$ cat src/rtl/lesf_pkg.sv
`timescale 1ns / 1ps
`default_nettype none
// ----------------------------------------------------------------------------
// lesf_pkg
// shared constants and types of the largest empty square finder
// ----------------------------------------------------------------------------
package lesf_pkg;

  localparam int unsigned MAX_COLS   = 1024;
  localparam int unsigned MAX_ROWS   = 1024;
  localparam int unsigned COL_W      = $clog2(MAX_COLS);
  localparam int unsigned ROW_W      = $clog2(MAX_ROWS);
  localparam int unsigned CODE_W     = 8;
  localparam int unsigned WIDTH_W    = 11;
  localparam int unsigned SIZE_W     = 11;
  localparam int unsigned POS_W      = 10;
  localparam int unsigned CFG_IDX_W  = 1;
  localparam int unsigned CFG_DATA_W = 11;
  localparam int unsigned IN_DATA_W  = 8;
  localparam int unsigned OUT_DATA_W = 32;
  localparam int unsigned QUEUE_DEPTH = 2;

  localparam logic [CODE_W-1:0]  EMPTY_CODE_RST = CODE_W'(46);
  localparam logic [WIDTH_W-1:0] ROW_WIDTH_RST  = WIDTH_W'(1024);

  typedef enum logic [CFG_IDX_W-1:0] {
    REG_EMPTY_CODE = 1'b0,
    REG_ROW_WIDTH  = 1'b1
  } cfg_reg_e;

  // one classified cell on its way to the recurrence
  typedef struct packed {
    logic             free;
    logic             last;
    logic [COL_W-1:0] col;
    logic [ROW_W-1:0] row;
    logic             use_up;
    logic             ovf;
  } lesf_item_t;

endpackage

`default_nettype wire

$ cat src/rtl/lesf_queue.sv
`timescale 1ns / 1ps
`default_nettype none
// ----------------------------------------------------------------------------
// lesf_queue
// two-entry queue of classified cells between front and back
// ----------------------------------------------------------------------------
module lesf_queue (
  input  wire logic                  clk_i,
  input  wire logic                  rst_ni,
  input  wire logic                  push_i,
  input  lesf_pkg::lesf_item_t       push_item_i,
  output logic                       full_o,
  input  wire logic                  pop_i,
  output lesf_pkg::lesf_item_t       head_o,
  output logic                       head_valid_o
);

  localparam int unsigned PTR_W = $clog2(lesf_pkg::QUEUE_DEPTH);
  localparam int unsigned CNT_W = $clog2(lesf_pkg::QUEUE_DEPTH + 1);

  lesf_pkg::lesf_item_t entry_q [lesf_pkg::QUEUE_DEPTH];
  logic [PTR_W-1:0] wr_ptr_q, rd_ptr_q;
  logic [CNT_W-1:0] cnt_q;

  assign full_o       = (cnt_q == CNT_W'(lesf_pkg::QUEUE_DEPTH));
  assign head_valid_o = (cnt_q != '0);
  assign head_o       = entry_q[rd_ptr_q];

  always_ff @(posedge clk_i) begin
    if (push_i) begin
      entry_q[wr_ptr_q] <= push_item_i;
    end
  end

  always_ff @(posedge clk_i or negedge rst_ni) begin
    if (!rst_ni) begin
      wr_ptr_q <= '0;
      rd_ptr_q <= '0;
      cnt_q    <= '0;
    end else begin
      if (push_i) begin
        wr_ptr_q <= wr_ptr_q + 1'b1;
      end
      if (pop_i) begin
        rd_ptr_q <= rd_ptr_q + 1'b1;
      end
      if (push_i && !pop_i) begin
        cnt_q <= cnt_q + 1'b1;
      end else if (pop_i && !push_i) begin
        cnt_q <= cnt_q - 1'b1;
      end
    end
  end

endmodule

`default_nettype wire

$ cat config.mk
export PLATFORM = sky130hd
export DESIGN_NAME = lesf_queue
export DESIGN_NICKNAME = d
export VERILOG_FILES = /design/src/rtl/lesf_pkg.sv /design/src/rtl/lesf_queue.sv
export SDC_FILE = /design/constraint.sdc
export NUM_CORES = 1
export LEC_CHECK = 0
export BUFFER_PORTS_ARGS = -buffer_cell sky130_fd_sc_hd__buf_2
export CORE_AREA = 2 2 82 52
export CTS_CLUSTER_SIZE = 40
export DETAILED_ROUTE_END_ITERATION = 12
export DIE_AREA = 0 0 84 54
export GPL_TIMING_DRIVEN = 0
export PLACE_DENSITY = 0.81
export REMOVE_ABC_BUFFERS = 1
export SKIP_CTS_REPAIR_TIMING = 1
export SLEW_MARGIN = 5
export SYNTH_ARGS = -nofsm -noshare
export SYNTH_HDL_FRONTEND = slang
export SYNTH_SLANG_ARGS = --single-unit
export TNS_END_PERCENT = 5
$ cat constraint.sdc
create_clock -name clk_i -period 3.73 [get_ports clk_i]
set_clock_uncertainty 0.1 [all_clocks]
set_input_delay 0.373 -clock clk_i [delete_from_list [all_inputs] [get_ports clk_i]]
set_output_delay 0.373 -clock clk_i [all_outputs]
set_load 0.05 [all_outputs]
## Word level (Yosys, flattened, before mapping)

Memory sizes are Yosys's and may differ from the RTL's.
Cells that the tools add are included.

- RAM bits: 48
- Register bits after elaboration: 4
- Input bits: 28
- Memories kept: 1

- Mux-type cells: 4
- Reduce and logical (&&, ||, !) cells: 6
- Eq/ne operators: 1
- $add $sub $neg: 4

Memory list:

| memory | words | width | rd ports | clocked after memory_dff | wr ports | RTL line | text |
|---|---|---|---|---|---|---|---|
| entry_q | 2 | 24 | 1 | 0 | 1 | lesf_queue.sv:21 | `lesf_pkg::lesf_item_t entry_q [lesf_pkg::QUEUE_DEPTH];` |

Operators by type and width:

| kind | count |
|---|---|
| 2-bit 2-to-1 mux | 2 |
| 2-bit nonzero test | 2 |
| 1-bit adder (second input constant) | 2 |
| 2-bit by 1-bit adder with 2-bit output (second input constant) | 1 |
| 2-bit equality test (second input constant) | 1 |
| 1-bit logical AND | 2 |
| 1-bit logical NOT | 2 |
| 1-bit 2-to-1 mux | 2 |
| 2-bit by 1-bit subtractor with 2-bit output (second input constant) | 1 |

## Depth between registers and ports, before layout

- Word-level depth: 4
- Mapped depth: 5
- Depth with buffers taken out: 5

## Least setup slack after synthesis

No wires, ideal clock.

- Path type: register to register
- From: register wr_ptr_q
- To: memory entry_q[0][0] in the netlist's numbering (enable)
- Buffers on the path: 0
- Library setup time: 0.408 ns
- Clock period less this slack: 1.998 ns
- Arrival time: 1.490 ns
- Path slack: 1.732 ns
- Cell stages (with the launch flop): 2
- Cell sequence: dfrtp_1 > nor2b_1

RTL lines:

| item | RTL line | text |
|---|---|---|
| start: declaration | lesf_queue.sv:22 | `logic [PTR_W-1:0] wr_ptr_q, rd_ptr_q;` |
| start signal: assignment | lesf_queue.sv:42 | `wr_ptr_q <= wr_ptr_q + 1'b1;` |
| end: declaration | lesf_queue.sv:21 |  |

No word-level cell before the write port.

==> flow_metrics.tcl <==
set metrics [dict create \
    cts_tree "done" \
    setup-tns-final_ps 0 \
    antenna_left 0 \
    hp-class "in2reg" \
    pin_count 54 \
    clock-sinks 52 \
    final_cell_area_sq_mm 0.00244 \
    post_synth.cell_area_avg_sq_um 22.2 \
    core_area_sq_mm 0.00390 \
    vias 949 \
    finalSetupViolCount 0 \
    initial_utilization_pct 51.9 \
    syn_inst 91 \
    swShare_pct 39.9 \
    synth_cell_types 14 \
    cts_max_level 2 \
    grt_max_degree 26 \
    ys_ff_latch 52 \
    grtUsageTotal_pct 14.1 \
    maxCapViolations 0 \
    reg2reg_depth 1 \
    ys_warn_count 0 \
    status "finished clean" \
    fmax_mhz 443 \
    antenna_found_initial 0 \
    r2r-start "wr_ptr_q" \
    hold_viol_final 0 \
    path_class "reg2out" \
    critPathLaunchType "flop" \
    fp.dieW_um 84 \
    clockPowerShare_pct 16.8 \
    totalWireLength_um 2900 \
    diodes 0 \
    path_clk_slew_ps 80 \
    place_congestion 0.704 \
    cts.root.buffer_cell "clkbuf_8" \
    pwr_density_cell_mw_per_mm2 871 \
    drtIter0Drc 14 \
    routed_via_density 4.72 \
    portBuffers 53 \
    clk_latency_ps 290 \
    p_int_w 0.00128 \
    die-height_um 54 \
    syn-cell-area_sq_mm 0.00202 \
    p_sw_w 0.000846 \
    grt_pass1_vias 997 \
    fin_crit_ps 2260 \
    placed_area_sq_mm 0.00232 \
    path_max_fanout 25 \
    grt-ovfl-total 0 \
    drt_pass1_iterations 2 \
    drv_slew 0 \
    grt_pass1_wl_um 4640 \
    final_nets 179 \
    crit_arrival_ps 1790 \
    grt_setup_unrepaired "no" \
    leakage_nw 0.993 \
    endpoint_kind "output port" \
    dieArea_sq_mm 0.00454 \
    area_growth_syn_to_layout_pct 20.4 \
    drcViolationCount 0 \
    critPathLaunch "rd_ptr_q" \
    ys_seq_area_share_pct 76.2 \
    hold_path_depth 2 \
    rows 18 \
    required_ps 3260 \
    drive_gt1_share_pct 58.3 \
    max-vdd-ir-drop_mv 0.501 \
    p_comb_share_pct 41.2 \
    cts_max_path_buffers 2 \
    fill_cells 300 \
    fin_crit_sh_pct 60.5 \
    post_drt_wl_per_cell_um 14.4 \
    relSlewSlack_pct 26.9 \
    p_seq_share_pct 42.0 \
    worst-slew-pin-transition_ps 1100 \
    hp-start "pop_i" \
    numCtsBuffers 5 \
]
==> through the flow <==
stage | instances | total power [W] | utilization, % | hold slack (ps) | setup WS [ps]
2_1_floorplan | 88 | 0.00160 | - | -22.6 | 1690
3_3_place_gp | 191 | 0.00176 | 59.0 | 76.1 | 1140
3_5_place_dp | 192 | 0.00180 | 59.5 | 82.7 | 1340
4_1_cts | 200 | 0.00216 | 62.2 | -244 | 1010
5_1_grt | 201 | 0.00221 | 62.5 | 152 | 1380
6_report | 201 | 0.00212 | 62.5 | 166 | 1470
==> sequential cells by signal, indices dropped and copies added (netlist names) <==
| signal | count |
|---|---|
| entry_q | 48 |
| cnt_q | 2 |
| wr_ptr_q | 1 |
| rd_ptr_q | 1 |
==> cell usage in the layout (no fill, tap or decap), types with 3 or more instances in the layout <==
cell type and count:
buf_2 53, clkbuf_8 5, edfxtp_1 48, dfrtp_1 3, xor2_1 4, mux2_4 19, mux2_2 5
==> worst max-delay path, stage by stage (launching register included) <==
cell	delay, ps
dfrtp_2	860
mux2_2	420
buf_2	210
==> final timing paths <==
check,slack (ps),endpoint
worst min-delay path,170,rd_ptr_q
worst max register to register,1950,entry_q[1][1]
max in group asynchronous,3080,rd_ptr_q
min in group asynchronous,310,wr_ptr_q
worst max-delay path,1470,head_o[10]
worst min register to register,400,cnt_q[1]
==> power by group through the flow <==
stage	clock [W]	sequential, W	combinational (W)
after floorplan	0	0.000874	0.000726
after global placement	0	0.000895	0.000870
after detailed placement	0	0.000906	0.000891
after CTS	0.000369	0.000893	0.000893
after global routing	0.000391	0.000908	0.000915
final	0.000357	0.000891	0.000875
==> metal layers <==
layer  up-vias  GRT usage (%)  share of wire, %
li1        461              -                 -
met5         -              0                 0
met1       451           15.2                39
met3         0           5.21               7.9
met4         0           4.03                 0
met2        37           26.9                53
==> final cells by class <==
cell class | count | area [sq um] | area share, %
Tap cell | 50 | 62.6 | 2.57
Timing Repair Buffer | 55 | 290 | 11.9
Clock buffer | 6 | 72.6 | 2.98
Sequential cell | 52 | 1540 | 63.3
Inverter | 1 | 3.75 | 0.154
Multi-Input combinational cell | 35 | 429 | 17.6
Clock inverter | 2 | 35.0 | 1.44
==> cell families (layout without fill, tap and decap cells) <==
| kind of cell | after synthesis | after routing | share of synthesized area [%] |
|---|---|---|---|
| DFF | 52 | 52 | 76.2 |
| muxes | 24 | 24 | 16.9 |
| xor gates and xnor gates | 5 | 5 | 2.16 |
| and+or+nand+nor | 5 | 5 | 1.42 |
| buffers and inverters | 4 | 64 | 2.72 |
| adders and majority gates | 1 | 1 | 0.618 |
==> cells in the mapped netlist <==
| master | number | area [sq um] |
|---|---|---|
| ha_1 | 1 | 12.5 |
| mux2_2 | 5 | 56.3 |
| and2_1 | 1 | 6.26 |
| mux2_4 | 19 | 285 |
| xnor2_1 | 1 | 8.76 |
| nor2_1 | 1 | 3.75 |
| or2_2 | 1 | 6.26 |
| edfxtp_1 | 48 | 1440 |
| inv_1 | 1 | 3.75 |
| xor2_1 | 4 | 35.0 |
| dfrtp_1 | 4 | 100 |
| buf_12 | 2 | 40.0 |
| buf_6 | 1 | 11.3 |
| nor2b_1 | 2 | 12.5 |
Note: power is estimated with default switching activity, not from simulation.
