$ cat src/rtl/lesf_pkg.sv
`timescale 1ns / 1ps
`default_nettype none
// ----------------------------------------------------------------------------
// lesf_pkg
// shared constants and types of the largest empty square finder
// ----------------------------------------------------------------------------
package lesf_pkg;

  localparam int unsigned MAX_COLS   = 1024;
  localparam int unsigned MAX_ROWS   = 1024;
  localparam int unsigned COL_W      = $clog2(MAX_COLS);
  localparam int unsigned ROW_W      = $clog2(MAX_ROWS);
  localparam int unsigned CODE_W     = 8;
  localparam int unsigned WIDTH_W    = 11;
  localparam int unsigned SIZE_W     = 11;
  localparam int unsigned POS_W      = 10;
  localparam int unsigned CFG_IDX_W  = 1;
  localparam int unsigned CFG_DATA_W = 11;
  localparam int unsigned IN_DATA_W  = 8;
  localparam int unsigned OUT_DATA_W = 32;
  localparam int unsigned QUEUE_DEPTH = 2;

  localparam logic [CODE_W-1:0]  EMPTY_CODE_RST = CODE_W'(46);
  localparam logic [WIDTH_W-1:0] ROW_WIDTH_RST  = WIDTH_W'(1024);

  typedef enum logic [CFG_IDX_W-1:0] {
    REG_EMPTY_CODE = 1'b0,
    REG_ROW_WIDTH  = 1'b1
  } cfg_reg_e;

  // one classified cell on its way to the recurrence
  typedef struct packed {
    logic             free;
    logic             last;
    logic [COL_W-1:0] col;
    logic [ROW_W-1:0] row;
    logic             use_up;
    logic             ovf;
  } lesf_item_t;

endpackage

`default_nettype wire

$ cat src/rtl/lesf_front.sv
`timescale 1ns / 1ps
`default_nettype none
// ----------------------------------------------------------------------------
// lesf_front
// configuration registers, cell classification and row/column tracking
// ----------------------------------------------------------------------------
module lesf_front (
  input  wire logic                              clk_i,
  input  wire logic                              rst_ni,
  input  wire logic                              cfg_valid_i,
  output logic                                   cfg_ready_o,
  input  wire logic [lesf_pkg::CFG_IDX_W-1:0]    cfg_index_i,
  input  wire logic [lesf_pkg::CFG_DATA_W-1:0]   cfg_data_i,
  input  wire logic                              in_fire_i,
  input  wire logic [lesf_pkg::CODE_W-1:0]       cell_code_i,
  input  wire logic                              last_cell_i,
  output lesf_pkg::lesf_item_t                   item_o
);

  localparam int unsigned RL_W = lesf_pkg::ROW_W + 1;
  localparam logic [RL_W-1:0] ROWS_LIM = RL_W'(lesf_pkg::MAX_ROWS);

  logic [lesf_pkg::CODE_W-1:0]  empty_q;
  logic [lesf_pkg::WIDTH_W-1:0] width_q;
  logic [lesf_pkg::WIDTH_W-1:0] eff_w;

  logic [lesf_pkg::COL_W-1:0] col_q, col_d, col_a;
  logic [lesf_pkg::ROW_W-1:0] row_q, row_d, row_a;
  logic                       ovf_q, ovf_d, ovf_a;
  logic [lesf_pkg::WIDTH_W-1:0] col_n;

  assign cfg_ready_o = 1'b1;

  always_ff @(posedge clk_i or negedge rst_ni) begin
    if (!rst_ni) begin
      empty_q <= lesf_pkg::EMPTY_CODE_RST;
      width_q <= lesf_pkg::ROW_WIDTH_RST;
    end else if (cfg_valid_i) begin
      unique case (lesf_pkg::cfg_reg_e'(cfg_index_i))
        lesf_pkg::REG_EMPTY_CODE: empty_q <= cfg_data_i[lesf_pkg::CODE_W-1:0];
        lesf_pkg::REG_ROW_WIDTH:  width_q <= cfg_data_i[lesf_pkg::WIDTH_W-1:0];
      endcase
    end
  end

  always_comb begin
    if (width_q == '0) begin
      eff_w = lesf_pkg::WIDTH_W'(1);
    end else if (width_q > lesf_pkg::WIDTH_W'(lesf_pkg::MAX_COLS)) begin
      eff_w = lesf_pkg::WIDTH_W'(lesf_pkg::MAX_COLS);
    end else begin
      eff_w = width_q;
    end
  end

  always_comb begin
    // a narrowed row width may close the current row before this cell
    col_a = col_q;
    row_a = row_q;
    ovf_a = ovf_q;
    if (lesf_pkg::WIDTH_W'(col_q) >= eff_w) begin
      col_a = '0;
      if ((RL_W'(row_q) + RL_W'(1)) >= ROWS_LIM) begin
        ovf_a = 1'b1;
      end else begin
        row_a = row_q + 1'b1;
      end
    end

    item_o.free   = (cell_code_i == empty_q);
    item_o.last   = last_cell_i;
    item_o.col    = col_a;
    item_o.row    = row_a;
    item_o.use_up = (row_a != '0) || ovf_a;
    item_o.ovf    = ovf_a;

    col_n = lesf_pkg::WIDTH_W'(col_a) + lesf_pkg::WIDTH_W'(1);
    col_d = col_n[lesf_pkg::COL_W-1:0];
    row_d = row_a;
    ovf_d = ovf_a;
    if (col_n >= eff_w) begin
      col_d = '0;
      if ((RL_W'(row_a) + RL_W'(1)) >= ROWS_LIM) begin
        ovf_d = 1'b1;
      end else begin
        row_d = row_a + 1'b1;
      end
    end
    if (last_cell_i) begin
      col_d = '0;
      row_d = '0;
      ovf_d = 1'b0;
    end
  end

  always_ff @(posedge clk_i or negedge rst_ni) begin
    if (!rst_ni) begin
      col_q <= '0;
      row_q <= '0;
      ovf_q <= 1'b0;
    end else if (in_fire_i) begin
      col_q <= col_d;
      row_q <= row_d;
      ovf_q <= ovf_d;
    end
  end

endmodule

`default_nettype wire

$ cat config.mk
export PLATFORM = sky130hd
export DESIGN_NAME = lesf_front
export DESIGN_NICKNAME = d
export VERILOG_FILES = /design/src/rtl/lesf_pkg.sv /design/src/rtl/lesf_front.sv
export SDC_FILE = /design/constraint.sdc
export NUM_CORES = 1
export LEC_CHECK = 0
export ABC_CLOCK_PERIOD_IN_PS = 7300
export CORE_ASPECT_RATIO = 0.7
export CORE_UTILIZATION = 31
export DETAILED_ROUTE_END_ITERATION = 8
export DONT_BUFFER_PORTS = 1
export GPL_TIMING_DRIVEN = 0
export PLACE_DENSITY = 0.5
export SYNTH_ARGS = -nofsm -noshare
export SYNTH_HDL_FRONTEND = slang
export SYNTH_SLANG_ARGS = --single-unit
$ cat constraint.sdc
create_clock -name clk_i -period 7.3 [get_ports clk_i]
set_input_delay 0.365 -clock clk_i [delete_from_list [all_inputs] [get_ports clk_i]]
set_output_delay 0.365 -clock clk_i [all_outputs]
set_load 0.03 [all_outputs]
Yosys cells after proc, flatten, opt, wreduce, memory -nomap -nowiden

Cells that the tools add are included.

Bits of input ports: 25
Register bits after elaboration: 40
Word-level logic and storage cells: 37
Output and inout port bits: 25

$add $sub $neg: 5
Eq/ne operators: 1
Reductions and logical operators: 5
Multiplexer cells: 15
Bitwise logic cells: 1
Magnitude comparators: 5

Operators by type and width:

| kind                    | number |
|---|---|
| $mux W10                | 8 |
| $add A10 B1 Y11 const B | 3 |
| $ge A11 B11 Y1 const B  | 2 |
| $mux W11                | 2 |
| $add A10 B1 Y10 const B | 2 |
| $ge A10 B11 Y1          | 1 |
| $ge A11 B11 Y1          | 1 |
| $gt A11 B11 Y1 const B  | 1 |
| $logic_not A11 Y1       | 1 |
| $reduce_bool A10 Y1     | 1 |
| $eq A8 B8 Y1            | 1 |
| $mux W1                 | 5 |
| $reduce_and A2 Y1       | 2 |
| $logic_or A1 B1 Y1      | 1 |
| $not A1 Y1              | 1 |

Longest topological paths before layout

Word-level depth: 10
Depth in mapped cells: 25
Gate-level depth less buffers: 24

Least setup slack after synthesis

OpenSTA, ideal clock, no wires.

Path kind: register to register
Start: register width_q[10] (netlist bit)
End: register row_q[5] (netlist bit)
Period minus slack after synthesis: 5375 ps
Data required time: 7168 ps
Slack: 1925 ps
Buffers on the path: 2
Data arrival time: 5243 ps
Library setup time: 132 ps
Cell stages (with the launch flop): 26
Cells stage by stage: dfstp_2 > inv_2 > clkbuf_1 > nand2_1 > ha_1 > a211oi_1 > nor3_2 > a31oi_4 > nand2_1 > nor2_1 > ha_1 > nand3_1 > nor2_1 > and3_1 > xnor2_1 > ha_1 > or4_1 > nand3_1 > a21oi_1 > a221oi_1 > o21a_1 > clkbuf_1 > a2111oi_1 > xnor2_1 > nor2_1 > o2bb2ai_1

RTL lines:

| element                | line              | RTL |
|---|---|---|
| from (decl)            | lesf_front.sv:24  | `logic [lesf_pkg::WIDTH_W-1:0] width_q;` |
| from (signal assigned) | lesf_front.sv:37  | `width_q <= lesf_pkg::ROW_WIDTH_RST;` |
| from (signal assigned) | lesf_front.sv:41  | `lesf_pkg::REG_ROW_WIDTH: width_q <= cfg_data_i[lesf_pkg::WIDTH_W-1:0];` |
| to (signal assigned)   | lesf_front.sv:103 | `row_q <= row_d;` |
| to (decl)              | lesf_front.sv:28  | `logic [lesf_pkg::ROW_W-1:0] row_q, row_d, row_a;` |

==> flow_results.xml <==
<?xml version="1.0" encoding="UTF-8"?>
<metrics>
  <group name="outcome">
    <metric name="status" unit="">complete, no violations</metric>
  </group>
  <group name="power_and_ir_drop">
    <metric name="worst_ir_drop_vdd" unit="V">0.00008714</metric>
    <metric name="netSwitchingPower" unit="uW">226.4</metric>
    <metric name="power.internal" unit="uW">479.1</metric>
    <metric name="power.total" unit="uW">705.5</metric>
    <metric name="p_leak" unit="nW">1.527</metric>
    <metric name="power.share.switching" unit="">0.3208</metric>
    <metric name="clock_group_share_of_total_power" unit="">0.355</metric>
    <metric name="seqPwrFrac" unit="">0.381</metric>
    <metric name="power-per-cell-area" unit="nW/um^2">206.5</metric>
    <metric name="comb_power_share" unit="">0.264</metric>
  </group>
  <group name="place">
    <metric name="place_ws" unit="ns">0.5970</metric>
    <metric name="placed_cells" unit="">451</metric>
    <metric name="dpl-instance-area" unit="um^2">3213</metric>
    <metric name="gp_congestion" unit="">0.8265</metric>
    <metric name="dpl.hpwl" unit="um">6269</metric>
    <metric name="port_buffers" unit="">0</metric>
  </group>
  <group name="hold_path">
    <metric name="worstHoldPathType" unit="">in -&gt; reg</metric>
    <metric name="hold_path_cell_cnt" unit="">1</metric>
  </group>
  <group name="setup_path">
    <metric name="timing.reg2reg.worst_path_depth" unit="">25</metric>
    <metric name="required" unit="ns">7.45</metric>
    <metric name="setup.worst_path.start_class" unit="">register</metric>
    <metric name="cp_slowest_stage_delay" unit="ns">0.52</metric>
    <metric name="cpMostUsedCell" unit="">sky130_fd_sc_hd__ha_1</metric>
    <metric name="critPathKind" unit="">reg -&gt; reg</metric>
    <metric name="crit_path_top_delay_cell" unit="">sky130_fd_sc_hd__nor2_2</metric>
    <metric name="critical_path_arrival" unit="ns">6.67</metric>
    <metric name="timing.critical_path.fanout_max" unit="">10</metric>
    <metric name="cp-end-kind" unit="">register</metric>
  </group>
  <group name="sta">
    <metric name="worstMarginPinSlew" unit="ns">0.6431</metric>
    <metric name="fmax" unit="MHz">153.3</metric>
    <metric name="layout_worst_path_cycle_share" unit="">0.8938</metric>
    <metric name="final.setup_skew" unit="ns">0.003279</metric>
    <metric name="finalSetupTns" unit="ns">0</metric>
    <metric name="rsz0062_at_grt" unit="">false</metric>
    <metric name="post-route-min-period" unit="ns">6.525</metric>
    <metric name="finalHoldViolations" unit="">0</metric>
    <metric name="final_max_slew_viol_count" unit="">0</metric>
    <metric name="max-slew-margin-rel" unit="">0.5590</metric>
    <metric name="timing.final.setup_violations" unit="">0</metric>
    <metric name="worst_slack" unit="ns">0.7753</metric>
  </group>
  <group name="route">
    <metric name="detail_route.wirelength" unit="um">8156</metric>
    <metric name="dr.pass1.iters" unit="">5</metric>
    <metric name="vias" unit="">2457</metric>
    <metric name="drc_markers" unit="">0</metric>
    <metric name="drtAntennaViolNets" unit="">0</metric>
    <metric name="routed_wire_length_per_instance" unit="um">17.69</metric>
    <metric name="vias_per_cell" unit="">5.330</metric>
    <metric name="drt_first_iter_violations" unit="">176</metric>
  </group>
  <group name="final_layout">
    <metric name="count_of_antenna_diodes_in_the_layout" unit="">0</metric>
    <metric name="layout.nets" unit="">386</metric>
    <metric name="final_cell_area" unit="um^2">3417</metric>
    <metric name="filler_cell_count" unit="">937</metric>
    <metric name="post_route_cells_drive_above_1_share" unit="">0.1573</metric>
    <metric name="area_growth" unit="%">11.74</metric>
    <metric name="final_cells" unit="">461</metric>
  </group>
  <group name="global_routing">
    <metric name="vias_in_the_first_global_route" unit="">2383</metric>
    <metric name="met2_track_demand_over_resource_in_global_routing" unit="">0.2304</metric>
    <metric name="grt.met3_usage" unit="">0.03159</metric>
    <metric name="global_route.usage.met1" unit="">0.2659</metric>
    <metric name="grt_start_max_net_pins" unit="">41</metric>
    <metric name="globalRoute.busiestLayer" unit="">met1</metric>
    <metric name="track_usage" unit="">0.1686</metric>
    <metric name="overflow" unit="">0</metric>
    <metric name="grt_first_pass_wirelength" unit="um">13230</metric>
    <metric name="grt_antenna_before_repair" unit="">0</metric>
  </group>
  <group name="floorplanning">
    <metric name="initial_core_util" unit="">0.3279</metric>
    <metric name="design.die.area" unit="um^2">10270</metric>
    <metric name="floorplan.die.width" unit="um">120.7</metric>
    <metric name="floorplan.core_area" unit="um^2">9325</metric>
    <metric name="top_level_i_o_count" unit="">50</metric>
    <metric name="rows" unit="">29</metric>
    <metric name="die_h" unit="um">85.10</metric>
  </group>
  <group name="clocking">
    <metric name="cts-root-to-sink-buffers" unit="">2</metric>
    <metric name="clock-sinks" unit="">40</metric>
    <metric name="clock_latency" unit="ns">0.28</metric>
    <metric name="deepest_level_of_the_cts_h_tree" unit="">2</metric>
    <metric name="cts_tree" unit="">done</metric>
    <metric name="numCtsBuffers" unit="">5</metric>
    <metric name="clk_pin_slew" unit="ns">0.06</metric>
    <metric name="cts.root.buffer_cell" unit="">sky130_fd_sc_hd__clkbuf_16</metric>
  </group>
  <group name="yosys">
    <metric name="ys.warnings.count" unit="">0</metric>
    <metric name="postSynthCellCount" unit="">327</metric>
    <metric name="syn_area_per_cell" unit="um^2">9.351</metric>
    <metric name="mappedNetlistNets" unit="">377</metric>
    <metric name="postSynthRegisterBits" unit="">40</metric>
    <metric name="synth_async_sr_flop_share" unit="">1.000</metric>
    <metric name="syn-cell-area" unit="um^2">3058</metric>
    <metric name="synth-seq-area-share" unit="">0.3294</metric>
    <metric name="synth_top_flop_cell" unit="">sky130_fd_sc_hd__dfrtp_1</metric>
    <metric name="post_synth_edffs" unit="">0</metric>
    <metric name="synth_cell_types" unit="">60</metric>
  </group>
  <group name="flow_run">
    <metric name="maxCapViolCount" unit="">0</metric>
  </group>
</metrics>
[path summary, 6_finish.rpt]
path                             startpoint    endpoint  slack, ns
worst max-delay path            width_q[10]    row_q[5]       0.78
worst min-delay path              in_fire_i    row_q[3]       0.18
worst max register to register  width_q[10]    row_q[5]       0.78
worst min register to register        ovf_q       ovf_q       0.50
max in group asynchronous            rst_ni  empty_q[5]       6.41
min in group asynchronous            rst_ni    col_q[0]       0.63
[critical path, delay by kind of cell (launching register included)]
kind            cells  cell delay [ns]
fa+ha+maj           3             0.88
compound gates      7             1.51
xor+xnor            2             0.26
simple gates       10             2.45
flops               1             0.40
buf+inv             3             0.88
[power groups by stage]
stage | sequential (mW) | combinational [mW] | clock (mW)
global placement | 0.272 | 0.176 | 0
finish | 0.269 | 0.186 | 0.250
detailed placement | 0.273 | 0.179 | 0
floorplan | 0.266 | 0.146 | 0
global route | 0.273 | 0.209 | 0.266
CTS | 0.269 | 0.188 | 0.257
[state kept, by name, summed over array words and instances (netlist names)]
register  count
width_q      11
col_q        10
row_q        10
empty_q       8
ovf_q         1
[cell usage after synthesis, types with 3 or more instances]
master | n | area, um^2
sky130_fd_sc_hd__o2bb2ai_1 | 5 | 43.79
sky130_fd_sc_hd__inv_1 | 23 | 86.33
sky130_fd_sc_hd__nand4_1 | 6 | 37.54
sky130_fd_sc_hd__xor2_1 | 3 | 26.28
sky130_fd_sc_hd__nand2_1 | 32 | 120.1
sky130_fd_sc_hd__a32o_1 | 9 | 90.09
sky130_fd_sc_hd__and4_1 | 4 | 35.03
sky130_fd_sc_hd__a31oi_1 | 4 | 25.02
sky130_fd_sc_hd__nand3_1 | 13 | 65.06
sky130_fd_sc_hd__o21ai_0 | 7 | 35.03
sky130_fd_sc_hd__or4_1 | 3 | 22.52
sky130_fd_sc_hd__buf_4 | 4 | 30.03
sky130_fd_sc_hd__clkbuf_1 | 7 | 26.28
sky130_fd_sc_hd__and3_1 | 9 | 56.30
sky130_fd_sc_hd__mux2i_1 | 7 | 70.07
sky130_fd_sc_hd__mux2_2 | 21 | 236.5
sky130_fd_sc_hd__nor4_1 | 3 | 18.77
sky130_fd_sc_hd__dfrtp_1 | 35 | 875.8
sky130_fd_sc_hd__nor3_1 | 3 | 15.01
sky130_fd_sc_hd__xnor2_1 | 19 | 166.4
sky130_fd_sc_hd__ha_1 | 25 | 312.8
sky130_fd_sc_hd__nor2_1 | 21 | 78.83
sky130_fd_sc_hd__a21o_1 | 4 | 30.03
sky130_fd_sc_hd__dfstp_2 | 5 | 131.4
sky130_fd_sc_hd__a21oi_1 | 13 | 65.06
[layer usage]
metal	up-vias	wire, um
met4	0	60
met1	1173	4249
li1	1205	-
met5	-	0
met2	73	3302
met3	6	543
[logic make-up (layout without fill, tap and decap cells)]
logic type	Yosys count	count (layout)	synth area share
other	1	1	0.001226
XOR/XNOR	22	22	0.06301
buffers and inverters	38	48	0.05196
adder cells (fa/ha/maj)	25	25	0.1023
multiplexers	28	28	0.1002
AO/OA/AOI/OAI	65	65	0.1673
AND/OR/NAND/NOR	108	108	0.1845
flip-flops	40	40	0.3294
[cell type report]
class / instances / area [um^2] / area share
multi-input cells: 249 / 1894 / 0.5544
flip-flops and latches: 40 / 1007 / 0.2948
well taps: 124 / 155.1 / 0.04540
clock buffers: 6 / 128.9 / 0.03772
inverters: 25 / 93.84 / 0.02746
plain buffers: 13 / 65.06 / 0.01904
repair buffers: 2 / 37.54 / 0.01098
clock inverters: 2 / 35.03 / 0.01025
[cell usage in the layout, fill, tap and decap left out, types with 4 or more instances in the layout]
cell type and instances:
sky130_fd_sc_hd__inv_1 23, sky130_fd_sc_hd__nand4_1 6, sky130_fd_sc_hd__and3_1 9, sky130_fd_sc_hd__nor2_1 20, sky130_fd_sc_hd__xnor2_1 19, sky130_fd_sc_hd__a21oi_1 13, sky130_fd_sc_hd__mux2i_1 7, sky130_fd_sc_hd__o21ai_0 7
sky130_fd_sc_hd__clkbuf_1 8, sky130_fd_sc_hd__clkbuf_16 5, sky130_fd_sc_hd__and4_1 4, sky130_fd_sc_hd__nand2_1 32, sky130_fd_sc_hd__a31oi_1 4, sky130_fd_sc_hd__mux2_2 21, sky130_fd_sc_hd__ha_1 25, sky130_fd_sc_hd__dfrtp_1 35
sky130_fd_sc_hd__buf_4 4, sky130_fd_sc_hd__a32o_1 9, sky130_fd_sc_hd__dfstp_2 5, sky130_fd_sc_hd__a21o_1 4, sky130_fd_sc_hd__nand3_1 13, sky130_fd_sc_hd__o2bb2ai_1 5
[stage by stage]
stage / util / hold WS [ns]
3_5_place_dp: 0.3446 / 0.07069
2_1_floorplan: - / 0.06941
6_report: 0.3664 / 0.1806
4_1_cts: 0.3662 / 0.1698
5_1_grt: 0.3664 / 0.1663
3_3_place_gp: 0.3446 / 0.07049
[timing repair]
| action | 4_1_cts | 5_1_grt |
|---|---|---|
| setup buffers | 0 | 0 |
| endpoints found under the hold margin | 40 | 0 |
| gates resized for setup | 0 | 1 |
| endpoints found under the setup margin | 0 | 1 |
| hold buffers | 2 | 0 |
(Power assumes the default switching activity.)
